**src/sv/ggc_pkg.sv**
```systemverilog
// Shared types and constants for the greedy graph coloring block.
// Standalone package; no dependencies.
package ggc_pkg;

    // Storage slots and the vertex limit of a run
    localparam int SLOTS        = 32;
    localparam int MAX_VERTICES = 32;
    localparam int VTX_W        = 5;
    localparam int ROW_W        = 32;
    localparam int CNT_W        = 6;

    // Register reset value
    localparam logic [CNT_W-1:0] VERTEX_COUNT_RST = 6'd31;

    // Input item modes
    localparam logic [1:0] MODE_ADJ = 2'd0;
    localparam logic [1:0] MODE_ORD = 2'd1;
    localparam logic [1:0] MODE_RUN = 2'd2;

    typedef struct packed {
        logic [1:0]       mode;
        logic [VTX_W-1:0] index;
        logic [ROW_W-1:0] row_bits;
        logic [VTX_W-1:0] order_vertex;
    } in_word_t;

    typedef struct packed {
        logic [VTX_W-1:0] vertex;
        logic [VTX_W-1:0] color;
        logic             last;
    } out_word_t;

endpackage

```
**src/sv/greedy_graph_coloring.sv**
```systemverilog
// Greedy first-fit graph coloring: adjacency/order memories and a microcoded sequencer.
// Load words are accepted while idle. A run word colors each order position in turn: the
// color memory is scanned one vertex per cycle, then a free color is painted; afterwards each
// result is read back and presented, stalling while the output is held.
// Reset clears the sequencer, output valid and vertex_count (to 31); memories are not cleared.
// Depends on ggc_pkg.
module greedy_graph_coloring (
    input  logic                     aclk,
    input  logic                     aresetn,
    input  logic                     s_valid,
    output logic                     s_ready,
    input  ggc_pkg::in_word_t        s_data,
    output logic                     m_valid,
    input  logic                     m_ready,
    output ggc_pkg::out_word_t       m_data,
    input  logic                     cfg_valid,
    output logic                     cfg_ready,
    input  logic [ggc_pkg::CNT_W-1:0] cfg_data
);
    import ggc_pkg::*;

    // Sequencer step codes
    localparam logic [3:0] S_IDLE  = 4'd0;
    localparam logic [3:0] S_ORD   = 4'd1;
    localparam logic [3:0] S_ADJ   = 4'd2;
    localparam logic [3:0] S_SCAN  = 4'd3;
    localparam logic [3:0] S_TAIL  = 4'd4;
    localparam logic [3:0] S_PAINT = 4'd5;
    localparam logic [3:0] S_OORD  = 4'd6;
    localparam logic [3:0] S_OCOL  = 4'd7;
    localparam logic [3:0] S_EMIT  = 4'd8;
    localparam logic [3:0] S_DONE  = 4'd9;

    // Stall selects
    localparam logic [1:0] W_NONE = 2'd0;
    localparam logic [1:0] W_IN   = 2'd1;
    localparam logic [1:0] W_SCAN = 2'd2;
    localparam logic [1:0] W_OUT  = 2'd3;

    // Jump selects
    localparam logic [1:0] J_NEVER  = 2'd0;
    localparam logic [1:0] J_ALWAYS = 2'd1;
    localparam logic [1:0] J_MORE   = 2'd2;

    localparam int CAP = (MAX_VERTICES < SLOTS) ? MAX_VERTICES : SLOTS;
    localparam logic [CNT_W-1:0] CAP_W = CNT_W'(CAP);

    typedef struct packed {
        logic       ready;
        logic       ord_rd;
        logic       adj_rd;
        logic       scan;
        logic       paint;
        logic       col_rd;
        logic       emit;
        logic [1:0] stall_sel;
        logic [1:0] jmp_sel;
        logic [3:0] target;
    } ctrl_t;

    // Control store: one word per step
    function automatic ctrl_t prog(input logic [3:0] step);
        ctrl_t w;
        w = '0;
        unique case (step)
            S_IDLE:  begin w.ready = 1'b1; w.stall_sel = W_IN; end
            S_ORD:   begin w.ord_rd = 1'b1; end
            S_ADJ:   begin w.adj_rd = 1'b1; end
            S_SCAN:  begin w.scan = 1'b1; w.stall_sel = W_SCAN; end
            S_TAIL:  begin end
            S_PAINT: begin w.paint = 1'b1; w.jmp_sel = J_MORE; w.target = S_ORD; end
            S_OORD:  begin w.ord_rd = 1'b1; end
            S_OCOL:  begin w.col_rd = 1'b1; end
            S_EMIT:  begin
                w.emit = 1'b1; w.stall_sel = W_OUT; w.jmp_sel = J_MORE; w.target = S_OORD;
            end
            S_DONE:  begin w.jmp_sel = J_ALWAYS; w.target = S_IDLE; end
            default: begin w.jmp_sel = J_ALWAYS; w.target = S_IDLE; end
        endcase
        return w;
    endfunction

    // Memories
    logic [ROW_W-1:0] adj_mem [SLOTS];
    logic [VTX_W-1:0] ord_mem [SLOTS];
    logic [VTX_W-1:0] col_mem [SLOTS];

    logic [3:0]       pc_reg, pc_next;
    logic [CNT_W-1:0] count_reg, count_next;
    logic [VTX_W-1:0] i_reg, i_next;
    logic [VTX_W-1:0] j_reg, j_next;
    logic [ROW_W-1:0] mask_reg, mask_next;
    logic [ROW_W-1:0] used_reg, used_next;
    logic             nb_reg, nb_next;
    logic             m_valid_reg, m_valid_next;
    out_word_t        m_data_reg, m_data_next;
    logic [VTX_W-1:0] ord_q;
    logic [ROW_W-1:0] row_q;
    logic [VTX_W-1:0] col_q;

    ctrl_t            cw;
    logic             in_acc;
    logic             run_go;
    logic [VTX_W-1:0] n_last;
    logic             pos_last;
    logic             out_free;
    logic             stall;
    logic             jump;
    logic [VTX_W-1:0] col_addr;
    logic [VTX_W-1:0] free_color;

    assign cw        = prog(pc_reg);
    assign s_ready   = cw.ready;
    assign cfg_ready = 1'b1;
    assign m_valid   = m_valid_reg;
    assign m_data    = m_data_reg;
    assign in_acc    = s_valid && s_ready;
    assign run_go    = in_acc && (s_data.mode == MODE_RUN);
    assign out_free  = !m_valid_reg || m_ready;
    assign pos_last  = (i_reg == n_last);

    // Clamp the vertex count to 1..CAP, kept as its last index
    always_comb begin
        if (count_reg == '0) begin
            n_last = '0;
        end else if (count_reg >= CAP_W) begin
            n_last = VTX_W'(CAP - 1);
        end else begin
            n_last = VTX_W'(count_reg - 1'b1);
        end
    end

    // Lowest color absent from the used set
    always_comb begin
        free_color = '0;
        for (int c = ROW_W - 1; c >= 0; c--) begin
            if (!used_reg[c]) begin
                free_color = VTX_W'(c);
            end
        end
    end

    // Step sequencing
    always_comb begin
        unique case (cw.stall_sel)
            W_NONE:  stall = 1'b0;
            W_IN:    stall = !run_go;
            W_SCAN:  stall = (j_reg != n_last);
            W_OUT:   stall = !out_free;
            default: stall = 1'b0;
        endcase
        unique case (cw.jmp_sel)
            J_NEVER:  jump = 1'b0;
            J_ALWAYS: jump = 1'b1;
            J_MORE:   jump = !pos_last;
            default:  jump = 1'b0;
        endcase
        if (stall) begin
            pc_next = pc_reg;
        end else if (jump) begin
            pc_next = cw.target;
        end else begin
            pc_next = pc_reg + 4'd1;
        end
    end

    // Datapath control
    always_comb begin
        count_next   = count_reg;
        i_next       = i_reg;
        j_next       = j_reg;
        mask_next    = mask_reg;
        used_next    = nb_reg ? (used_reg | (ROW_W'(1) << col_q)) : used_reg;
        nb_next      = 1'b0;
        m_valid_next = m_valid_reg && !m_ready;
        m_data_next  = m_data_reg;

        if (cfg_valid && cfg_ready) begin
            count_next = cfg_data;
        end
        // start a run: clear colored set, rewind position
        if (cw.ready && run_go) begin
            mask_next = '0;
            i_next    = '0;
        end
        if (cw.adj_rd) begin
            j_next    = '0;
            used_next = '0;
        end
        // step through vertices, flag colored neighbors
        if (cw.scan) begin
            nb_next = row_q[j_reg] && mask_reg[j_reg];
            if (j_reg != n_last) begin
                j_next = j_reg + 1'b1;
            end
        end
        if (cw.paint) begin
            mask_next = mask_reg | (ROW_W'(1) << ord_q);
            i_next    = pos_last ? '0 : i_reg + 1'b1;
        end
        // present one result when the output register frees up
        if (cw.emit && out_free) begin
            m_valid_next       = 1'b1;
            m_data_next.vertex = ord_q;
            m_data_next.color  = col_q;
            m_data_next.last   = pos_last;
            i_next             = pos_last ? '0 : i_reg + 1'b1;
        end
    end

    assign col_addr = cw.scan ? j_reg : ord_q;

    // Memory ports: one write and one registered read each
    always_ff @(posedge aclk) begin
        if (in_acc && (s_data.mode == MODE_ADJ)) begin
            adj_mem[s_data.index] <= s_data.row_bits;
        end
        if (cw.adj_rd) begin
            row_q <= adj_mem[ord_q];
        end
    end

    always_ff @(posedge aclk) begin
        if (in_acc && (s_data.mode == MODE_ORD)) begin
            ord_mem[s_data.index] <= s_data.order_vertex;
        end
        if (cw.ord_rd) begin
            ord_q <= ord_mem[i_reg];
        end
    end

    always_ff @(posedge aclk) begin
        if (cw.paint) begin
            col_mem[ord_q] <= free_color;
        end
        if (cw.scan || cw.col_rd) begin
            col_q <= col_mem[col_addr];
        end
    end

    // Control registers
    always_ff @(posedge aclk) begin
        if (!aresetn) begin
            pc_reg      <= S_IDLE;
            count_reg   <= VERTEX_COUNT_RST;
            nb_reg      <= 1'b0;
            m_valid_reg <= 1'b0;
        end else begin
            pc_reg      <= pc_next;
            count_reg   <= count_next;
            nb_reg      <= nb_next;
            m_valid_reg <= m_valid_next;
        end
    end

    // Payload registers
    always_ff @(posedge aclk) begin
        i_reg      <= i_next;
        j_reg      <= j_next;
        mask_reg   <= mask_next;
        used_reg   <= used_next;
        m_data_reg <= m_data_next;
    end

`ifndef SYNTHESIS
    a_run_starts: assert property (@(posedge aclk) disable iff (!aresetn)
        run_go |=> (pc_reg == S_ORD))
        else $error("run word did not start the sequence");

    a_scan_bound: assert property (@(posedge aclk) disable iff (!aresetn)
        (pc_reg == S_SCAN) |-> (j_reg <= n_last))
        else $error("neighbor scan ran past the vertex count");

    a_scan_drained: assert property (@(posedge aclk) disable iff (!aresetn)
        (pc_reg == S_PAINT) |-> !nb_reg)
        else $error("color chosen before the scan drained");

    a_paint_marks: assert property (@(posedge aclk) disable iff (!aresetn)
        (pc_reg == S_PAINT) |=> mask_reg[$past(ord_q)])
        else $error("painted vertex not marked colored");

    a_emit_only: assert property (@(posedge aclk) disable iff (!aresetn)
        (!m_valid_reg && (pc_reg != S_EMIT)) |=> !m_valid_reg)
        else $error("result presented outside the emit step");
`endif

endmodule
```
**config.mk**
```make
export PLATFORM = sky130hd
export DESIGN_NAME = greedy_graph_coloring
export DESIGN_NICKNAME = d
export VERILOG_FILES = /design/src/sv/ggc_pkg.sv /design/src/sv/greedy_graph_coloring.sv
export SDC_FILE = /design/constraint.sdc
export NUM_CORES = 2
export LEC_CHECK = 0
export ABC_AREA = 1
export BUFFER_PORTS_ARGS = -buffer_cell sky130_fd_sc_hd__buf_2
export CORE_MARGIN = 2
export CORE_UTILIZATION = 50
export DETAILED_ROUTE_END_ITERATION = 6
export GPL_ROUTABILITY_DRIVEN = 0
export GPL_TIMING_DRIVEN = 0
export PLACE_DENSITY_LB_ADDON = 0.25
export SLEW_MARGIN = 20
export SYNTH_ARGS = -nofsm -noshare
export SYNTH_HDL_FRONTEND = slang
export SYNTH_SLANG_ARGS = --single-unit
```
**constraint.sdc**
```tcl
create_clock -name aclk -period 4.6 [get_ports aclk]
set_clock_uncertainty 0.05 [all_clocks]
set_input_delay 0.92 -clock aclk [delete_from_list [all_inputs] [get_ports aclk]]
set_output_delay 0.92 -clock aclk [all_outputs]
set_load 0.05 [all_outputs]
```
==> flow_summary.toml <==
[power_and_ir_drop]
leakage_nw = 20.57
ir_drop_mv = 0.4062
powerDensity_nw_per_um2 = 520.1

[clock_network]
clock_path_buffers = 3
clock-sinks = 1483
cts_tree = "built"
clockRootBuffer = "clkbuf_16"
clk_latency_ns = 0.79
htreeDepth = 4
numCtsBuffers = 152
clk_pin_slew_worst_paths_ns = 0.06
cts_setup_buffers = 0
holdBufCountCts = 0
post_cts_resized = 0

[worst_hold_path]
min_path_type = "in -> reg"
min_from = "cfg_data[3]"
min_to = "count_reg[3]$_SDFFE_PN1P_"
min_path_cells = 3

[sta]
worstMarginPinSlew_ns = 1.262
fmaxAchievable_ghz = 0.2291
slew_headroom = 0.1587
hold-worst-slack_ns = 0.3288
fin_crit_sh = 0.9487
finalHoldViolations = 0
setup_viol = 0
rsz0062_at_grt = "no"
drv_slew = 0
fin_crit_ns = 4.364

[layout]
largest_register = "adj_mem"
drive_above_1_share = 0.1026
mostFrequentLayoutCell = "edfxtp_1"
largest_reg_flops = 1024
syn_to_final_growth_pct = 16.15
largestRegisters = "adj_mem: 1024 flops, col_mem: 160 flops, ord_mem: 160 flops"
final_cell_mix = "edfxtp_1 (1434), nand2_1 (411), a22oi_1 (338)"
final_area_um2 = 65800
nFillCells = 8546
fin_util = 0.5849
final_nets = 4230

[floorplanning]
row_count = 123
die_y_um = 340.6
start_util = 0.5035
core-area_um2 = 112500
die_area_um2 = 116000
fp.dieW_um = 340.6
ios = 69

[synth]
synthesis.area_um2 = 56650
synth-seq-cells = 1483
synth_area_leaders = "edfxtp_1 (76%), a22oi_1 (4.5%), nand2_1 (2.7%), nor2_1 (2.3%), o21ai_0 (2.2%)"
ys_warn_count = 0
synth_nets = 3940
yosysTopAreaCell = "edfxtp_1"
netlist_instances = 3877
syn_avg_cell_area_um2 = 14.61
yosysSeqAreaShare = 0.7775
synth_top_area_frac = 0.7602
synth.distinct_cells = 54

[routing]
met2_length_um = 78800
wire_per_inst_um = 29.89
drcViolationCount = 0
drt-initial-drc-count = 5899
via_per_inst = 6.403
drt_pass1_iterations = 6
num_vias = 37080
ant_nets = 0
routed_wl_um = 173100
wirelength_met1_um = 64120
wl_met3_um = 20760
highest_layer = "met5"

[status]
status = "finished clean"

[place]
io_buffers = 67
dp_hpwl_um = 114200
placed_area_um2 = 60810

[global_route]
track_usage = 0.2970
grt_pass1_vias = 35730
grt_overflow = 0
grt_max_degree = 33
grt_pass1_wl_um = 247800
antenna_found_initial = 6

[worst_setup_path]
cp_max_fo = 10
critPathRequiredTime_ns = 5.10
reg2reg_to = "row_q[30]$_DFFE_PP_"
startpoint_type = "flip-flop"
r2r_cells = 8
reg2reg_from = "ord_q[0]$_DFFE_PP_"
critPathArrivalTime_ns = 4.86
rrSetupSlack_ns = 0.24
crit_path_start = "ord_q[0]$_DFFE_PP_"
criticalPathCategory = "reg -> reg"
cp-end-kind = "flip-flop"

[run]
drv_cap = 0
-- critical path: stages, from the launching register on --
cell and delay [ns]:
edfxtp_1 0.62, inv_1 0.25, nor2_1 0.48, clkbuf_1 0.67
buf_1 0.60, a22oi_1 0.17, a21boi_0 0.79, nor4_1 0.17
a21oi_1 0.34
-- power breakdown --
part	total (W)	leakage, nW	internal, W	switching, W
combinational	0.00667	4.95	0.00160	0.00507
clock	0.0123	2.43	0.00710	0.00520
sequential	0.0152	13.2	0.0151	0.000155
-- metrics by stage --
step / worst slack, ns / setup TNS (ns) / std cells / power, W
2_1_floorplan: 0.7880 / 0 / 3877 / 0.01887
3_3_place_gp: -1.486 / -1159.59 / 5444 / 0.02178
4_1_cts: 0.4364 / 0 / 5787 / 0.03402
5_1_grt: 0.2828 / 0 / 5787 / 0.03509
6_report: 0.2359 / 0 / 5791 / 0.03422
3_5_place_dp: 0.3981 / 0 / 5513 / 0.02191
-- worst max path at each step --
stage / to / slack [ns] / cells past startpoint
after floorplan: adj_mem[10][0]$_DFFE_PP_ / 0.79 / 9
after global placement: adj_mem[2][10]$_DFFE_PP_ / -1.49 / 6
after detailed placement: col_mem[24][0]$_DFFE_PP_ / 0.40 / 6
after CTS: col_mem[24][2]$_DFFE_PP_ / 0.44 / 6
after global routing: col_mem[24][2]$_DFFE_PP_ / 0.28 / 6
final: row_q[30]$_DFFE_PP_ / 0.24 / 8
-- cell usage after synthesis (all sizes together) --
cell,n
edfxtp,1434
nand2,414
nor2,348
a22oi,338
o21ai,255
clkbuf,197
nand3,160
a21oi,156
inv,78
nand4,62
o22ai,62
a221oi,53
dfxtp,49
buf,40
a22o,39
o221ai,36
a21boi,27
nor3,25
nor4,25
a31oi,18
xor2,10
a211oi,8
ha,8
o211ai,8
clkinv,6
a2111oi,4
o32ai,3
a311oi,2
o31ai,2
a311o,1
and2,1
bufinv,1
conb,1
mux2i,1
o2111ai,1
o211a,1
o311ai,1
o41ai,1
xnor2,1
-- layer usage --
metal,up-vias,track usage
met2,2622,0.4585
met1,18300,0.4011
met5,-,0
li1,15650,-
met4,6,0.1449
met3,499,0.06774
-- cells by family after synthesis --
logic type                 share of synthesized area
DFF                                           0.7775
and+or+nand+nor                              0.07773
AOI/OAI and AO/OA                             0.1188
buffers and inverters                        0.02231
xor gates and xnor gates                    0.001701
adders and majority gates                   0.001767
other                                     0.00006620
muxes                                      0.0001767
-- final cells by class --
cell class	instances	area, um^2	area share
buffer	237	930.9	0.01415
tap	1500	1877	0.02852
sequential	1483	44040	0.6694
multi-input combinational	2072	11640	0.1770
clock buffer	187	4020	0.06110
clock inverter	87	953.4	0.01449
timing repair buffer	136	1982	0.03012
antenna	4	10.01	0.0001521
inverter	85	337.8	0.005134
Note: power is estimated with default switching activity, not from simulation.
